### src/hdl/ssirs_pkg.sv
// Package with the shared types, codes, constants and tree sizing functions of the sorted set.
package ssirs_pkg;

  localparam int DEF_CAPACITY = 64;
  localparam int VALUE_W      = 32;
  localparam int RANK_W       = 7;
  localparam int COUNT_W      = 7;
  localparam int TREE_FANIN   = 8;

  typedef enum logic [1:0] {
    CMD_INSERT   = 2'd0,
    CMD_SEL_LOW  = 2'd1,
    CMD_SEL_HIGH = 2'd2
  } cmd_e;

  typedef enum logic [1:0] {
    ST_OK    = 2'd0,
    ST_DUP   = 2'd1,
    ST_FULL  = 2'd2,
    ST_EMPTY = 2'd3
  } status_e;

  typedef enum logic [1:0] {
    S_IDLE,
    S_TREE,
    S_COMMIT,
    S_OUT
  } state_e;

  typedef struct packed {
    logic [1:0]                command;
    logic signed [VALUE_W-1:0] value;
    logic [RANK_W-1:0]         rank;
  } in_item_t;

  typedef struct packed {
    logic signed [VALUE_W-1:0] selected_value;
    logic [1:0]                status;
    logic [COUNT_W-1:0]        entry_count;
  } out_item_t;

  // Data handed from one cell to the next one up the chain.
  typedef struct packed {
    logic signed [VALUE_W-1:0] value;
    logic                      lt;
    logic                      valid;
  } link_t;

  // Controls broadcast to every cell.
  typedef struct packed {
    logic shift_en;
    logic select;
  } cell_ctrl_t;

  // Contribution of one cell to the reduction tree.
  typedef struct packed {
    logic               flag;
    logic [VALUE_W-1:0] data;
  } tap_t;

  function automatic int level_count(input int n, input int lvl);
    int c;
    c = n;
    for (int l = 0; l < lvl; l++) begin
      c = (c + TREE_FANIN - 1) / TREE_FANIN;
    end
    return c;
  endfunction

  function automatic int tree_levels(input int n);
    int c;
    int l;
    c = n;
    l = 0;
    while (c > 1) begin
      c = (c + TREE_FANIN - 1) / TREE_FANIN;
      l = l + 1;
    end
    return (l < 1) ? 1 : l;
  endfunction

endpackage

### src/hdl/ssirs_cell.sv
// One storage cell of the sorted chain: holds a value, compares it and shifts it upward.
module ssirs_cell
  import ssirs_pkg::*;
#(
  parameter int IDX = 0,
  parameter int IW  = 6
) (
  input  logic                      clk_i,
  input  logic                      rst_ni,
  input  cell_ctrl_t                ctrl_i,
  input  logic signed [VALUE_W-1:0] key_i,
  input  logic [IW-1:0]             sel_idx_i,
  input  link_t                     left_i,
  output link_t                     link_o,
  output tap_t                      tap_o
);

  logic signed [VALUE_W-1:0] value_q;
  logic                      valid_q;
  logic                      lt;
  logic                      eq;
  logic                      hit;

  assign lt  = valid_q && (value_q < key_i);
  assign eq  = valid_q && (value_q == key_i);
  assign hit = valid_q && (sel_idx_i == IW'(IDX));

  assign link_o.value = value_q;
  assign link_o.lt    = lt;
  assign link_o.valid = valid_q;

  always_comb begin
    if (ctrl_i.select) begin
      tap_o.flag = hit;
      tap_o.data = hit ? value_q : '0;
    end else begin
      tap_o.flag = eq;
      tap_o.data = '0;
    end
  end

  always_ff @(posedge clk_i or negedge rst_ni) begin
    if (!rst_ni) begin
      valid_q <= 1'b0;
    end else if (ctrl_i.shift_en) begin
      valid_q <= valid_q | left_i.valid;
    end
  end

  always_ff @(posedge clk_i) begin
    if (ctrl_i.shift_en) begin
      if (!left_i.lt) begin
        value_q <= left_i.value;
      end else if (!lt) begin
        value_q <= key_i;
      end
    end
  end

endmodule

### config.mk
export PLATFORM = sky130hd
export DESIGN_NAME = ssirs_cell
export DESIGN_NICKNAME = d
export VERILOG_FILES = /design/src/hdl/ssirs_pkg.sv /design/src/hdl/ssirs_cell.sv
export SDC_FILE = /design/constraint.sdc
export NUM_CORES = 1
export LEC_CHECK = 0
export BUFFER_PORTS_ARGS = -buffer_cell sky130_fd_sc_hd__buf_2
export CAP_MARGIN = 0
export CORE_ASPECT_RATIO = 0.6
export CORE_UTILIZATION = 41
export CTS_BUF_LIST = sky130_fd_sc_hd__clkbuf_4
export DETAILED_ROUTE_END_ITERATION = 10
export PLACE_DENSITY = 0.89
export SETUP_SLACK_MARGIN = 0.2
export SYNTH_ARGS = -nofsm -noshare
export SYNTH_HDL_FRONTEND = slang
export SYNTH_SLANG_ARGS = --single-unit
### constraint.sdc
create_clock -name clk_i -period 3.21 [get_ports clk_i]
set_input_delay 0.321 -clock clk_i [delete_from_list [all_inputs] [get_ports clk_i]]
set_output_delay 0.321 -clock clk_i [all_outputs]
set_load 0.05 [all_outputs]
Word level (Yosys, flattened, before mapping) --
Index checks and enable logic that the tools add are counted.
Cells by class: divide/modulo/power cells 0, muxes and demuxes 4, shift-type cells 0, reductions and logical operators 5, equal/unequal tests 2, order comparisons 1, multiply operators 0, add/subtract/negate cells 0, bitwise gates (word level) 1
Operator list (count):
- $mux 32 | 3
- $mux 33 | 1
- $eq 32x32->1 | 1
- $lt 32x32->1 | 1
- $logic_not 6->1 | 1
- $logic_and 1x1->1 | 3
- $ne 2x2->1 const B | 1
- $reduce_and 2->1 | 1
- $or 1x1->1 | 1
Word-level totals: input port bits 76, memories 0, logic and storage cells 15, bits in registers 33, output and inout bits 67, bits in read-only memories 0, RAM bits 0, latch bits 0

Depth between registers and ports, before layout --
Gate-level depths: netlist of run 1.
depth in word-level cells 4, depth in mapped cells 9, gate-level depth less buffers 8

Least setup slack after synthesis of run 1 --
Ideal clock, no wire load.
path type register -> register, start reg value_q[14], end reg value_q[0] (enable), data arrival time 3.222 ns, stages on the path, launching flop included 8, path buffers 0, data required time 2.808 ns, clock period less this slack 3.624 ns, path slack -0.414 ns, setup time 0.402 ns, path through edfxtp_1 -> ha_1 -> a21oi_2 -> nand2_1 -> a221o_1 -> o311a_1 -> or3_4 -> a41oi_2
On the way: cells in the longest elaborated chain, start to end 4
RTL lines:
- start, declared | line ssirs_cell.sv:18 | logic signed [VALUE_W-1:0] value_q;
- start signal, assigned | line ssirs_cell.sv:53 | value_q <= left_i.value;
- start signal, assigned | line ssirs_cell.sv:55 | value_q <= key_i;
- $lt 32x32->1 | line ssirs_cell.sv:24 | assign lt = valid_q && (value_q < key_i);
- $logic_and 1x1->1 | line ssirs_cell.sv:24
- $ne 2x2->1 (no source line)
- $reduce_and 2->1 (no source line)
No other way between the ends. A chain may end at the register's enable or synchronous reset.

==> results of run 1 <==
==> cell usage after synthesis, drive strengths merged <==
cell,instances
a221o,1
inv,33
nor2,4
clkbuf,7
buf,2
nor3b,1
nand4,7
a21oi,13
or3,1
o211ai,2
nand3,3
dfrtp,1
a41oi,1
a21o,2
mux2,32
and3,1
nor3,2
nand2b,1
or4,1
nor2b,1
ha,32
o21ai,4
a22oi,1
and2,32
nand2,9
a21boi,1
nor4,2
a211oi,1
o311a,1
edfxtp,32
==> per-stage QoR <==
step                utilization  instance area, um^2  instances  hold slack, ns  power (mW)
floorplan                     -                 2495        231         0.02541      0.8527
detailed placement       0.5793                 3303        448         0.09777      0.9928
CTS                      0.5934                 3383        458          0.1794       1.239
global placement         0.5793                 3303        448         0.09676      0.9773
global route             0.6164                 3515        468          0.1815       1.327
finish                   0.6164                 3515        468          0.1941       1.253
==> power by group through the flow <==
stage | sequential, mW | combinational (mW) | clock [mW]
6_report | 0.549 | 0.464 | 0.240
3_3_place_gp | 0.556 | 0.421 | 0
4_1_cts | 0.550 | 0.438 | 0.251
2_1_floorplan | 0.678 | 0.175 | 0
5_1_grt | 0.554 | 0.505 | 0.267
3_5_place_dp | 0.560 | 0.433 | 0
==> sequential cells by signal, summed over array words and instances (netlist names) <==
name / flops
value_q: 32
valid_q: 1
==> worst reg2reg max path: cells and delay by family, from the launching register on <==
family / cells / cell delay (ns)
compound gates: 3 / 0.90
simple gates: 3 / 0.51
flops: 1 / 0.41
fa+ha+maj: 1 / 0.33
buf+inv: 1 / 0.28
==> per-layer routing <==
metal,up-vias,part of all wire
li1,1126,-
met1,1032,0.47
met2,84,0.46
met3,2,0.062
met4,0,0.0029
met5,-,0
==> final cells by class <==
cell class | count | share of cell area
multi-input cells | 156 | 0.4009
clock inverters | 1 | 0.001068
repair buffers | 158 | 0.2389
clock buffers | 7 | 0.01495
inverters | 33 | 0.03524
flip-flops and latches | 33 | 0.2805
well taps | 80 | 0.02848
==> kinds of logic after synthesis <==
group,Yosys count,synth area share
buffers and inverters,42,0.06684
DFF,33,0.3990
adders and majority gates,32,0.1620
muxes,32,0.1458
AOI/OAI and AO/OA,27,0.07190
and+or+nand+nor,65,0.1544
==> worst max path at each step <==
stage / from / slack [ns] / end / cells past startpoint
finish: value_q[13] / 0.29 / link_o[1] / 8
global route: value_q[9] / 0.20 / link_o[1] / 8
detailed placement: value_q[14] / 0.38 / value_q[18] / 8
floorplan: value_q[5] / 0.005 / value_q[0] / 7
global placement: key_i[11] / 0.29 / value_q[23] / 10
CTS: value_q[14] / 0.20 / link_o[1] / 8
==> what timing repair did <==
item                                    in CTS  in global routing
hold buffers                                 1                  0
hold endpoints to repair                     1                  0
setup buffers                                1                 10
gates resized for setup                      1                  9
endpoints found under the setup margin       1                  1
pin swaps                                    0                  7
==> flow_summary.yaml, run 1 <==
drt:
  drcViolationCount: 0
  via_per_inst: 4.795
  ant_nets: 0
  first_pass_iters: 4
  drt_iter0_markers: 49
  wl_per_cell_um: 13.97
  vias: 2244
  wl_mm: 6.540
logic_synthesis:
  syn_avg_cell_area_um2: 10.70
  synth_area_leaders: "edfxtp_1, ha_1, mux2_2"
  yosysWarnings: 0
  synth_top_area_frac: 0.3889
  ys_types: 33
  synth_largest_area_cell: "edfxtp_1"
  syn_nets: 339
  syn_area_um2: 2471
  synth-seq-cells: 33
  seq_area_frac_synth: 0.3990
  netlist_instances: 231
finish:
  area.growth.synth_to_final_pct: 42.23
  mostFrequentLayoutCell: "buf_2"
  fillerInstances: 508
  layout_common_cells: "buf_2, inv_1, mux2_2, and2_1, edfxtp_1"
  regArea_um2: 985.9
  n_antenna_cell: 0
  multi_input_area_um2: 1409
  fin_nets: 495
  drive_gt1_frac: 0.5361
floorplan:
  initial_core_util: 0.4334
  ios: 143
  rows: 21
  core_um2: 5702
  fp.dieH_um: 62.14
  fp.dieArea_um2: 6352
  fp.dieW_um: 102.2
run_status:
  status: "completed"
worst_setup_path:
  path_max_fanout: 2
  worstPathArrival_ns: 2.60
  critPathSlowestCell: "edfxtp_1"
  critPathKind: "reg2out"
  reg2reg_slack_ns: 0.48
  path_cells: "ha_1, nand3_1, nand2_1, a221o_1, o311a_1, or3_4, and3_1, buf_6"
  crit_buf_inv: 1
  r2r_end: "value_q[25]"
  r2r_start: "value_q[13]"
  slowest_delay_ns: 0.41
  critPathLaunchType: "flip-flop"
  crit_family: "compound AO/OA/AOI/OAI gates"
  r2r_cells: 8
  critical_path.endpoint_type: "output pin"
  cp.required_ns: 2.89
sta:
  fin_skew_ns: 0.01219
  tightestPinTransition_ns: 0.8447
  rsz0062_at_grt: "false"
  setup_viol: 0
  slew_violations: 0
  clock.fmax_mhz: 342.8
  fin_crit_sh: 0.9088
  fin_crit_ns: 2.917
  relSlewSlack: 0.4368
  setup_slack_ns: 0.2928
  finalSetupTns_ns: 0
  hold_viol: 0
grt:
  antenna_found_initial: 0
  use_met3: 0.05293
  grt_max_degree: 34
  grt_pass1_vias: 2132
  grt_pass1_wl_mm: 10.01
  grt_usage: 0.2059
  grtUsageMet2: 0.3440
  grt_use_met1: 0.2727
  top_usage_layer: "met2"
  grt_overflow: 0
placed_design:
  gp_congestion: 0.8118
  dp_hpwl_mm: 5.190
  portBuffers: 142
  dpl_worst_slack_ns: 0.3821
min_path:
  hp-class: "in2reg"
  min_path_cells: 2
  min-delay-start: "left_i[0]"
  min_to: "valid_q"
clock_network:
  max-clock-path-buffers: 2
  htree_levels: 2
  clk_pin_slew_worst_paths_ns: 0.10
  cts_tree: "yes"
  clk_latency_ns: 0.33
  cts_sinks: 33
  numCtsBuffers: 5
  cts_root_buf: "clkbuf_4"
power:
  leakagePower_nw: 1.797
  pwr-share-clk: 0.192
  cellPowerDensity_nw_per_um2: 356.5
  sequentialPowerShare: 0.438
  p_switching_mw: 0.4549
  power_frac_comb: 0.370
  p_sw_frac: 0.3631
  intPower_mw: 0.7979
  peakVddDrop_v: 0.0002184
flow_run:
  drv_cap: 0
Note: power is estimated with default switching activity, not from simulation.
==> inputs of run 2 (changes only) <==
--- a/config.mk
+++ b/config.mk
@@ -8,6 +8,7 @@
 export BUFFER_PORTS_ARGS = -buffer_cell sky130_fd_sc_hd__buf_2
 export CAP_MARGIN = 0
 export CORE_ASPECT_RATIO = 0.6
+export CORE_MARGIN = 2
 export CORE_UTILIZATION = 41
 export CTS_BUF_LIST = sky130_fd_sc_hd__clkbuf_4
 export DETAILED_ROUTE_END_ITERATION = 10
==> flow_summary.yaml, run 2 (same netlist as run 1, synthesis figures left out) <==
floorplan:
  fp.dieArea_um2: 6684
  fp.dieW_um: 104.2
  initial_core_util: 0.4334
  fp.dieH_um: 64.14
  rows: 21
  ios: 143
  core_um2: 5702
power:
  p_total_mw: 1.291
  leakagePower_nw: 1.826
  peakVddDrop_v: 0.0001948
  cellPowerDensity_nw_per_um2: 357.5
finish:
  layout_common_cells: "buf_2, inv_1, mux2_2, and2_1, edfxtp_1"
  fin_area_um2: 3610
  top_regs: "value_q x32, valid_q x1"
  fin_nets: 497
  top_register: "value_q"
  area.growth.synth_to_final_pct: 46.08
  mostFrequentLayoutCell: "buf_2"
  drive_gt1_frac: 0.5590
  largest_register_ffs: 32
  n_antenna_cell: 0
grt:
  grt_pass1_wl_mm: 10.67
  grt_pass1_vias: 2244
  antenna_found_initial: 0
  grt_overflow: 0
  grt_usage: 0.2030
  grt_max_degree: 34
placed_design:
  dpl_cell_area_um2: 3316
  portBuffers: 142
  dp_hpwl_mm: 5.589
  gp_congestion: 0.8367
min_path:
  hp-class: "in2reg"
sta:
  relSlewSlack: 0.4422
  slew_violations: 0
  fin_crit_ns: 3.004
  fin_skew_ns: 0.01002
  tightestPinTransition_ns: 0.8367
  finalSetupTns_ns: 0
  fin_crit_sh: 0.9359
  hold_viol: 0
  clock.fmax_mhz: 332.9
  rsz0062_at_grt: "true"
  setup_viol: 0
clock_network:
  cts_root_buf: "clkbuf_4"
  cts_tree: "yes"
  htree_levels: 2
  max-clock-path-buffers: 2
  cts_sinks: 33
  numCtsBuffers: 5
  clk_latency_ns: 0.33
  clk_pin_slew_worst_paths_ns: 0.10
worst_setup_path:
  worstPathArrival_ns: 2.68
  crit_family: "simple AND/OR/NAND/NOR gates"
  cp.required_ns: 2.89
  critPathLaunchType: "flip-flop"
  path_cells: "ha_1, nand4_1, nor2_1, a221o_1, o311a_1, or3_4, and3_4, buf_8"
  crit_buf_inv: 1
  critical_path.endpoint_type: "output pin"
  critPathKind: "reg2out"
  slowest_delay_ns: 0.42
  path_max_fanout: 2
  critPathSlowestCell: "or3_4"
drt:
  routed.top_layer: "met4"
  drcViolationCount: 0
  via_per_inst: 4.904
  wl_met3_um: 596
  vias: 2305
  wl_mm: 7.042
  wl_per_cell_um: 14.98
  dr_wl_met2_mm: 3.259
  first_pass_iters: 4
  wl_met1_mm: 3.109
  drt_iter0_markers: 91
  ant_nets: 0
flow_run:
  drv_cap: 0
run_status:
  status: "completed"
-- run 2: cell types whose count changed in the layout (fill, tap and decap cells not counted), sizes merged --
| cell | before | now |
|---|---|---|
| buf | 157 | 159 |
| clkbuf | 7 | 8 |
| clkinv | 1 | 0 |
-- run 2: final timing paths --
check | to | cells after the start | from | slack (ns)
min | valid_q | 2 | left_i[0] | 0.20
min reg2reg | valid_q | 1 | valid_q | 0.67
max reg2reg | value_q[2] | 10 | value_q[10] | 0.27
min in group asynchronous | valid_q | 2 | rst_ni | 0.31
max in group asynchronous | valid_q | 2 | rst_ni | 2.82
max | link_o[1] | 8 | value_q[8] | 0.21
-- run 2: final cells by class --
| cell class | count | area (um^2) |
|---|---|---|
| timing repair buffer | 160 | 870.8 |
| inverter | 33 | 123.9 |
| fill | 490 | 2092 |
| multi-input combinational | 156 | 1469 |
| sequential | 33 | 985.9 |
| clock buffer | 8 | 60.06 |
| tap | 80 | 100.1 |
-- run 2: per-layer routing --
layer / track usage / vias to the layer above
met3: 0.03878 / 9
met5: 0 / -
met4: 0.05068 / 0
li1: - / 1133
met1: 0.2691 / 1045
met2: 0.3454 / 118
-- run 2: what timing repair did --
item,CTS,global route
setup endpoints to repair,1,27
resized for setup,3,15
hold endpoints to repair,1,0
setup buffers,0,13
pin swaps,0,9
hold buffers,1,0
-- run 2: metrics by stage --
| step | hold slack, ns | utilization | instances | worst slack, ns |
|---|---|---|---|---|
| global placement | 0.09692 | 0.5815 | 448 | 0.3707 |
| finish | 0.2047 | 0.6331 | 470 | 0.2059 |
| CTS | 0.1949 | 0.5962 | 457 | 0.2130 |
| floorplan | 0.02541 | - | 231 | 0.004926 |
| detailed placement | 0.1026 | 0.5815 | 448 | 0.2354 |
| global route | 0.1766 | 0.6331 | 470 | 0.1211 |
-- run 2: report_power, final --
group | leakage [nW] | internal, mW | switching (mW)
combinational | 1.47 | 0.189 | 0.299
clock | 0.0368 | 0.113 | 0.139
sequential | 0.315 | 0.523 | 0.0285
